**src/rtl/lkvc_pkg.sv**
```systemverilog
`default_nettype none

package lkvc_pkg;

    localparam int ENTRIES = 16;
    localparam int IDX_W   = (ENTRIES > 1) ? $clog2(ENTRIES) : 1;
    localparam int CNT_W   = $clog2(ENTRIES + 1);
    localparam int KEY_W   = 16;
    localparam int VAL_W   = 32;
    localparam int CAP_W   = 5;

    localparam logic [CAP_W-1:0] CAP_RESET = 5'd16;

    localparam logic MODE_GET = 1'b0;
    localparam logic MODE_PUT = 1'b1;

    typedef enum logic [2:0] {
        ST_IDLE = 3'b001,
        ST_SCAN = 3'b010,
        ST_DONE = 3'b100
    } t_state;

endpackage

`default_nettype wire

```
**src/rtl/lru_key_value_cache_core.sv**
```systemverilog
// channel   | direction | handshake              | payload
// ----------+-----------+------------------------+---------------------------------------------
// request   | in        | start, busy            | i_mode, i_lookup_key, i_store_value
// response  | out       | o_valid (strobe)       | o_found, o_read_data, o_evicted, o_evicted_key
// config    | in        | i_cfg_we               | i_cfg_wdata (capacity in use)
//
// a beat is taken when start is high and busy is low; busy rises the next cycle
// each beat runs an accept cycle, then scan cycles in which the shared key
// comparator and rank compare visit one entry each, then a write-back cycle
// the response strobe o_valid is high for exactly one cycle, in the cycle after write-back
// the receiver cannot stall: the response is gone after its strobe cycle
// i_rst_n is synchronous, active low; it empties the store and sets capacity to 16
`default_nettype none

module lru_key_value_cache_core (
    input  wire logic                        i_clk,
    input  wire logic                        i_rst_n,
    // request
    input  wire logic                        start,
    output logic                             busy,
    input  wire logic                        i_mode,
    input  wire logic [lkvc_pkg::KEY_W-1:0]  i_lookup_key,
    input  wire logic signed [lkvc_pkg::VAL_W-1:0] i_store_value,
    // configuration
    input  wire logic                        i_cfg_we,
    input  wire logic [lkvc_pkg::CAP_W-1:0]  i_cfg_wdata,
    // response
    output logic                             o_valid,
    output logic                             o_found,
    output logic signed [lkvc_pkg::VAL_W-1:0] o_read_data,
    output logic                             o_evicted,
    output logic [lkvc_pkg::KEY_W-1:0]       o_evicted_key
);

    localparam int ENTRIES = lkvc_pkg::ENTRIES;
    localparam int IDX_W   = lkvc_pkg::IDX_W;
    localparam int CNT_W   = lkvc_pkg::CNT_W;
    localparam int KEY_W   = lkvc_pkg::KEY_W;
    localparam int VAL_W   = lkvc_pkg::VAL_W;

    // sequencer
    lkvc_pkg::t_state r_state, n_state;
    logic [IDX_W-1:0] r_idx;

    // configuration
    logic [lkvc_pkg::CAP_W-1:0] r_cap;

    // stored entries: key and value need no reset, valid and rank do
    logic [KEY_W-1:0] r_keys [ENTRIES];
    logic [VAL_W-1:0] r_vals [ENTRIES];
    logic [ENTRIES-1:0] r_valid, n_valid;
    logic [IDX_W-1:0] r_rank [ENTRIES];
    logic [IDX_W-1:0] n_rank [ENTRIES];
    logic [CNT_W-1:0] r_used, n_used;

    // latched request
    logic             r_mode;
    logic [KEY_W-1:0] r_key;
    logic [VAL_W-1:0] r_val;

    // scan results
    logic             r_hit;
    logic [IDX_W-1:0] r_hit_slot;
    logic [IDX_W-1:0] r_hit_rank;
    logic [VAL_W-1:0] r_hit_val;
    logic             r_free_found;
    logic [IDX_W-1:0] r_free_slot;
    logic             r_lru_found;
    logic [IDX_W-1:0] r_lru_slot;
    logic [IDX_W-1:0] r_lru_rank;
    logic [KEY_W-1:0] r_lru_key;

    // shared compare unit: looks at the entry under r_idx
    logic             cur_valid;
    logic [KEY_W-1:0] cur_key;
    logic [IDX_W-1:0] cur_rank;
    logic             key_match;
    logic             lru_better;
    logic             scan_last;

    // write-back decision
    logic [31:0]      eff_cap;
    logic             has_room;
    logic             use_free;
    logic             do_insert;
    logic             do_evict;
    logic [IDX_W-1:0] ins_slot;

    assign cur_valid  = r_valid[r_idx];
    assign cur_key    = r_keys[r_idx];
    assign cur_rank   = r_rank[r_idx];
    assign key_match  = cur_valid && (cur_key == r_key);
    assign lru_better = cur_valid && (!r_lru_found || (cur_rank > r_lru_rank));
    assign scan_last  = (r_idx == IDX_W'(ENTRIES - 1));

    assign busy = (r_state != lkvc_pkg::ST_IDLE);

    // capacity zero counts as one, anything above the table size saturates
    always_comb begin
        if (r_cap == '0) begin
            eff_cap = 32'd1;
        end else if (32'(r_cap) > 32'(ENTRIES)) begin
            eff_cap = 32'(ENTRIES);
        end else begin
            eff_cap = 32'(r_cap);
        end
    end

    assign has_room  = (32'(r_used) < eff_cap);
    assign use_free  = has_room && r_free_found;
    assign do_insert = !r_hit && (r_mode == lkvc_pkg::MODE_PUT) && (use_free || r_lru_found);
    assign do_evict  = do_insert && !use_free;
    assign ins_slot  = use_free ? r_free_slot : r_lru_slot;

    // sequencer
    always_comb begin
        n_state = r_state;
        case (r_state)
            lkvc_pkg::ST_IDLE: begin
                if (start) n_state = lkvc_pkg::ST_SCAN;
            end
            lkvc_pkg::ST_SCAN: begin
                if (scan_last) n_state = lkvc_pkg::ST_DONE;
            end
            lkvc_pkg::ST_DONE: begin
                n_state = lkvc_pkg::ST_IDLE;
            end
            default: begin
                n_state = lkvc_pkg::ST_IDLE;
            end
        endcase
    end

    // recency and occupancy update, applied in the write-back cycle
    always_comb begin
        n_valid = r_valid;
        n_used  = r_used;
        for (int j = 0; j < ENTRIES; j++) begin
            n_rank[j] = r_rank[j];
        end
        if (r_state == lkvc_pkg::ST_DONE) begin
            if (r_hit) begin
                // hit entry goes to the front, the ones ahead of it slide back one
                for (int j = 0; j < ENTRIES; j++) begin
                    if (IDX_W'(j) == r_hit_slot) begin
                        n_rank[j] = '0;
                    end else if (r_valid[j] && (r_rank[j] < r_hit_rank)) begin
                        n_rank[j] = r_rank[j] + 1'b1;
                    end
                end
            end else if (do_insert) begin
                // everyone ages, new entry is most recent
                for (int j = 0; j < ENTRIES; j++) begin
                    if (IDX_W'(j) == ins_slot) begin
                        n_rank[j]  = '0;
                        n_valid[j] = 1'b1;
                    end else if (r_valid[j]) begin
                        n_rank[j] = r_rank[j] + 1'b1;
                    end
                end
                if (!do_evict) n_used = r_used + 1'b1;
            end
        end
    end

    // control state
    always_ff @(posedge i_clk) begin
        if (!i_rst_n) begin
            r_state <= lkvc_pkg::ST_IDLE;
            r_cap   <= lkvc_pkg::CAP_RESET;
            r_valid <= '0;
            r_used  <= '0;
            o_valid <= 1'b0;
            for (int j = 0; j < ENTRIES; j++) begin
                r_rank[j] <= '0;
            end
        end else begin
            r_state <= n_state;
            r_valid <= n_valid;
            r_used  <= n_used;
            o_valid <= (r_state == lkvc_pkg::ST_DONE);
            for (int j = 0; j < ENTRIES; j++) begin
                r_rank[j] <= n_rank[j];
            end
            if (i_cfg_we) r_cap <= i_cfg_wdata;
        end
    end

    // request latch, scan tracking and response payload
    always_ff @(posedge i_clk) begin
        case (r_state)
            lkvc_pkg::ST_IDLE: begin
                if (start) begin
                    r_mode       <= i_mode;
                    r_key        <= i_lookup_key;
                    r_val        <= i_store_value;
                    r_idx        <= '0;
                    r_hit        <= 1'b0;
                    r_free_found <= 1'b0;
                    r_lru_found  <= 1'b0;
                end
            end
            lkvc_pkg::ST_SCAN: begin
                // first matching key wins
                if (key_match && !r_hit) begin
                    r_hit      <= 1'b1;
                    r_hit_slot <= r_idx;
                    r_hit_rank <= cur_rank;
                    r_hit_val  <= r_vals[r_idx];
                end
                // lowest empty slot
                if (!cur_valid && !r_free_found) begin
                    r_free_found <= 1'b1;
                    r_free_slot  <= r_idx;
                end
                // highest rank is the least recent
                if (lru_better) begin
                    r_lru_found <= 1'b1;
                    r_lru_slot  <= r_idx;
                    r_lru_rank  <= cur_rank;
                    r_lru_key   <= cur_key;
                end
                r_idx <= r_idx + 1'b1;
            end
            lkvc_pkg::ST_DONE: begin
                // entry payload write-back
                if (r_hit && (r_mode == lkvc_pkg::MODE_PUT)) begin
                    r_vals[r_hit_slot] <= r_val;
                end else if (do_insert) begin
                    r_keys[ins_slot] <= r_key;
                    r_vals[ins_slot] <= r_val;
                end
                o_found       <= r_hit;
                o_read_data   <= (r_hit && (r_mode == lkvc_pkg::MODE_GET)) ? r_hit_val : '1;
                o_evicted     <= do_evict;
                o_evicted_key <= do_evict ? r_lru_key : '0;
            end
            default: begin
            end
        endcase
    end

endmodule

`default_nettype wire

```
**config.mk**
```make
export PLATFORM = sky130hd
export DESIGN_NAME = lru_key_value_cache_core
export DESIGN_NICKNAME = d
export VERILOG_FILES = /design/src/rtl/lkvc_pkg.sv /design/src/rtl/lru_key_value_cache_core.sv
export SDC_FILE = /design/constraint.sdc
export NUM_CORES = 1
export LEC_CHECK = 0
export CORE_MARGIN = 1
export CORE_UTILIZATION = 60
export CTS_BUF_LIST = sky130_fd_sc_hd__clkbuf_4 sky130_fd_sc_hd__clkbuf_8 sky130_fd_sc_hd__clkbuf_16
export DETAILED_ROUTE_END_ITERATION = 6
export DONT_BUFFER_PORTS = 1
export GPL_ROUTABILITY_DRIVEN = 0
export GPL_TIMING_DRIVEN = 1
export PLACE_DENSITY = 0.76
export SLEW_MARGIN = 20
export SYNTH_ARGS = -nofsm -noshare
export SYNTH_HDL_FRONTEND = slang
export SYNTH_SLANG_ARGS = --single-unit
```
**constraint.sdc**
```tcl
create_clock -name i_clk -period 8.52 [get_ports i_clk]
set_input_delay 1.278 -clock i_clk [delete_from_list [all_inputs] [get_ports i_clk]]
set_output_delay 1.278 -clock i_clk [all_outputs]
set_load 0.05 [all_outputs]
```
; After elaboration in Yosys (flattened, before gate mapping)
; Memories as Yosys holds them, arrays and structs flattened. A register that Yosys moved wholly into a read port is not among the register bits.
; Index checks and enable logic that the tools add are counted.
[totals]
reg_bits = 172
latchBits = 0
mem_bits_rw = 832
mem_bits_ro = 0
inputBits = 58
out_inout_bits = 52
elab_cells = 316
memories = 3
[classes]
addsub = 18
n_mul = 0
n_div = 0
magnitude_cmp = 20
eq_ne = 41
shift = 0
n_mux = 114
n_bitwise = 19
reduce_logical = 64
[mem_list]
columns = memory, depth, word_bits, read_ports, rd_ports_with_merged_regs, wr, line_no
row1 = r_vals, 16, 32, 1, 1, 1, lru_key_value_cache_core.sv:50  ; logic [VAL_W-1:0] r_vals [ENTRIES];
row2 = r_keys, 16, 16, 1, 1, 1, lru_key_value_cache_core.sv:49  ; logic [KEY_W-1:0] r_keys [ENTRIES];
row3 = r_rank, 16, 4, 17, 1, 16, lru_key_value_cache_core.sv:52  ; logic [IDX_W-1:0] r_rank [ENTRIES];
[ops]
columns = op, n
row1 = 4-bit two-way mux, 85
row2 = 64-bit two-way mux, 3
row3 = "4-bit by 1-bit adder with 4-bit output, second input constant", 17
row4 = 4-bit AND reduction, 17
row5 = "4-bit == test, first input constant", 16
row6 = 4-bit < comparator, 16
row7 = 32-bit two-way mux, 2
row8 = "3-bit by 4-bit == test with 1-bit output, first input constant", 8
row9 = 5-bit by 32-bit < comparator with 1-bit output, 1
row10 = 32-bit OR reduction, 1
row11 = 1-bit logical AND, 26
row12 = 16-bit == test, 1
row13 = "2-bit by 4-bit == test with 1-bit output, first input constant", 4
row14 = 1-bit bitwise OR, 16
row15 = 1-bit two-way mux, 15
row16 = 2-bit AND reduction, 6
row17 = "2-bit inequality test, second input constant", 5
row18 = 3-bit AND reduction, 3
row19 = "1-bit by 4-bit == test with 1-bit output, first input constant", 2
row20 = 4-bit logical NOT, 2
row21 = 4-bit case mux with 2 select lines, 1
row22 = 3-bit two-way mux, 2
row23 = 1-bit case mux with 2 select lines, 3
row24 = 3-bit case mux with 2 select lines, 1
row25 = other kinds (16), 23

; Depth between registers and ports, before layout
[depth]
word_depth = 13
mapped_depth = 17
depth_no_buf = 11

; Least setup slack after synthesis
; No wires, ideal clock.
[synth_timing]
path_type = reg-to-reg
startpoint = register r_state[1]
endpoint = memory r_vals[6][0], enable pin
setup_ns = 0.421
arrival_ns = 6.896
required_time_ns = 8.099
path_slack_ns = 1.203
path_stages_with_launch = 9
n_path_buf = 1
synth_period_minus_slack_ns = 7.317
cell_sequence = dfxtp_1 -> nor3b_1 -> nand2_1 -> nor2_1 -> and2_0 -> clkbuf_1 -> o21a_1 -> o21ai_0 -> nor2_1
[synth_between]
elab_chain_len = 5
word_cells_on_any_way = 8
cone_classes = eq/ne (1) / mux (6) / reduce/logical (1)
[synth_rtl]
columns = item, line_no
row1 = from (decl), lru_key_value_cache_core.sv:42  ; lkvc_pkg::t_state r_state, n_state;
row2 = from (signal assigned), lru_key_value_cache_core.sv:169  ; r_state <= lkvc_pkg::ST_IDLE;
row3 = from (signal assigned), lru_key_value_cache_core.sv:178  ; r_state <= n_state;
row4 = 3-bit == test *, lru_key_value_cache_core.sv:191  ; case (r_state)
row5 = 1-bit two-way mux, lru_key_value_cache_core.sv:191
row6 = 1-bit two-way mux (not written as such), lru_key_value_cache_core.sv:231  ; r_vals[ins_slot] <= r_val;
row7 = 32-bit OR reduction (no source line), --
row8 = 4-bit two-way mux (no source line) or 1-bit two-way mux (tied branches), --
row9 = to (decl), lru_key_value_cache_core.sv:50
; Every way passes the cells marked *; elsewhere a longest branch is shown, timed or not.

==> implementation parameters <==
Parameter                              Value

Status
  Result of the run    finished, final reports clean

Global routing
  Overall Global Routing Usage    28.31%
  Largest net degree at the start of global routing    146
  Via count of the first global-routing pass    25.29k
  Grt ovf    0
  Initial antenna violation count    2
  First-pass GRT wire length    156600 µm

Timing
  Final max-slew violation count    0
  Total negative setup slack    0 ps
  Fin crit period    4667 ps
  Tightest slew margin relative to the limit    16.12%
  Period utilization    54.77%
  Hold violation total from the final report    0
  Post-route clock skew    37.98 ps
  Endpoints failing setup    0
  Hold Slack    497.9 ps
  Transition at the pin with the smallest max-transition slack    1226 ps
  Setup repair after global routing missed its margin    no
  Maximum operating frequency    214.3 MHz

Job
  Max-cap viol count    0

Clock tree
  TritonCTS clock tree    done
  Clk_lat worst skew    680 ps
  CTS-repair resized insts    0
  Cell chosen for the clock root    clkbuf_16
  CTS clk-pin slew, worst paths    60 ps
  Number of buffers created by CTS    102
  Clock Tree Buf Depth    3
  Hold-fix buffers, CTS    0
  Post-CTS setup buffer count    0
  Number of levels in the clock H-tree    3
  # clock sinks    1040

Logic synthesis
  Most frequent cells after synthesis    edfxtp_1 (942), mux2i_1 (171), mux4_2 (131)
  Post-synthesis cell type count    76
  Portion of the post-synthesis area used by sequential elements    68.84%
  Syn Nets    2830
  Post-Syn Area    0.04394 mm²
  Most area-consuming cells after synthesis    edfxtp_1 (64%), mux4_2 (6.7%), dfxtp_1 (4.5%), mux2i_1 (3.9%), ha_1 (2.1%)
  Most common cell in the netlist    edfxtp_1
  Cell type with the largest total area after synthesis    edfxtp_1
  Count of synthesis-stage warnings from yosys    0
  Main synth FF type    edfxtp_1
  Count of mapped cells out of synthesis    2698
  Number of register bits inferred by synthesis    1040
  EDFF count, synth    942
  Mapped Avg Cell Area    16.29 µm²
  Fraction of synthesized cell area taken by the top area cell type    64.38%
  Share of async-settable or async-resettable flops after synthesis    0%

Place
  Number of I/O port buffers    0
  HPWL Detailed    61350 µm

Setup path
  Critical-path top delay cell    buf_4
  Worst-path fanout max    64
  Data arrival, critical path    5000 ps
  Required arrival time at the worst endpoint    8850 ps
  Critical path startpoint category    flop
  Category of the worst setup path capture point    flop
  Worst setup path class    reg -> reg
  Cell-by-cell trace of the critical path    buf_4 > mux4_2 > mux4_2 > ha_1 > nor2b_1 > o21ai_0 > nand2b_1 > a21oi_1 > a41o_1 > a21boi_2 > buf_4
  Peak per-stage delay on the critical path    820 ps
  Worst reg-to-reg path cell count    11

Die
  Initial core utilization    61.05%
  Area inside the core boundary    0.07198 mm²
  I/O pin count    110
  Die ar.    0.07432 mm²
  Number of core rows    98
  Die Span Y    272.6 µm
  Die Span X    272.6 µm

Power
  Int Power    0.008553 W
  PwrDens    223.7 mW/mm²
  Fraction of power spent switching nets    21.69%
  Power share of the sequential group    52.2%
  Power share of the clock group    42.2%
  Switching power total    0.002368 W
  Pleak    16.33 nW
  Overall power    0.01092 W
  Share of total power in combinational logic    5.6%
  Largest vdd supply drop    0.2387 mV

Finish
  Sequential cell area    0.03026 mm²
  Nets@finish    2860
  Area taken by multi-input logic gates    0.01308 mm²
  Fill count    4579
  Relative area change from synthesis to final layout    11.10%
  Share of final-layout standard cells stronger than drive strength 1    16.46%

Hold path
  Instance count along the most critical hold path    1
  Kind of path behind the tightest hold check    reg -> reg

Drt
  Post-route DRC    0
  WL per Instance    27.87 µm
  Routed Antenna Nets    0
  Detailed Route Iter0 Violations    3008
  Via count    25.27k
  Number of iterations in the first detailed-routing pass    6
  Average vias per placed instance    6.714
  Routed wire length    104900 µm
critical path: cells and delay by family (launching register included):
kind | cells | cell delay, ps
buf+inv | 2 | 1190
mux | 2 | 1110
compound gates | 4 | 750
flops | 1 | 600
fa+ha+maj | 1 | 320
simple gates | 2 | 230
cells by family (layout without fill, tap and decap cells):
family	count (synthesis)	after routing	share of synthesized area [%]
AOI/OAI and AO/OA	499	499	7.993
xor gates and xnor gates	49	49	0.9767
adders and majority gates	74	74	2.107
buffers and inverters	182	297	1.805
DFF	1040	1040	68.84
muxes	347	347	12.06
other	0	1	0
and+or+nand+nor	507	507	6.213
power groups by stage:
stage                     Combinational (W)  Clock, W  Sequential, W
after floorplan                    0.000479         0        0.00576
after global placement             0.000588         0        0.00580
after detailed placement           0.000603         0        0.00581
after CTS                          0.000609   0.00465        0.00570
after global routing               0.000651   0.00485        0.00571
final                              0.000611   0.00460        0.00571
path summary, 6_finish.rpt:
kind | to | start | slack [ps]
max | r_lru_key[6] | flop | 3850
min | o_read_data[26] | r_hit_val[26] | 500
max reg2reg | r_lru_key[6] | flop | 3850
min reg2reg | o_read_data[26] | r_hit_val[26] | 500
placed cells by master (no fill, tap or decap), drive strengths merged, types with 33 or more instances in the layout:
cell type / instances
edfxtp: 942
nand2b: 57
mux2i: 172
a221oi: 33
or3: 36
buf: 67
a22oi: 38
clkinv: 48
inv: 43
dfxtp: 98
nor2: 102
nor2b: 37
ha: 74
mux4: 139
mux2: 36
clkbuf: 122
o21ai: 109
a21oi: 71
nand2: 102
a21o: 37
final cells by class:
| type | instances | share of cell area (%) |
|---|---|---|
| antenna | 1 | 0.005126 |
| clock buffer | 122 | 5.608 |
| clock inverter | 67 | 1.481 |
| inverter | 41 | 0.3178 |
| multi-input combinational | 1476 | 26.78 |
| sequential | 1040 | 61.99 |
| tap | 950 | 2.435 |
| timing repair buffer | 67 | 1.376 |
flip-flops by register name, indices dropped and copies added, names as in the netlist, 4 cells and up, named ones only:
signal / flops
r_keys: 256
r_val: 32
o_read_data: 32
o_evicted_key: 16
r_rank: 64
r_lru_slot: 4
r_hit_val: 32
r_idx: 4
r_vals: 512
r_used: 5
r_valid: 16
r_free_slot: 4
r_cap: 5
r_hit_rank: 4
r_hit_slot: 4
r_lru_rank: 4
r_key: 16
r_lru_key: 16
layer usage:
layer,track usage (%),wire [µm]
met3,5.316,8196
met5,0,13
met4,10.60,3583
met2,46.93,52340
met1,37.51,40760
metrics by stage:
stage | setup WS [ps] | cells | utilization [%] | instance area, µm²
floorplan | 1203 | 2698 | - | 43940
finish | 3853 | 3764 | 67.82 | 48820
global route | 3621 | 3764 | 67.82 | 48820
CTS | 3896 | 3761 | 67.73 | 48750
detailed placement | 3936 | 3572 | 62.92 | 45290
global placement | 4028 | 3565 | 62.69 | 45120
(Power assumes the default switching activity.)
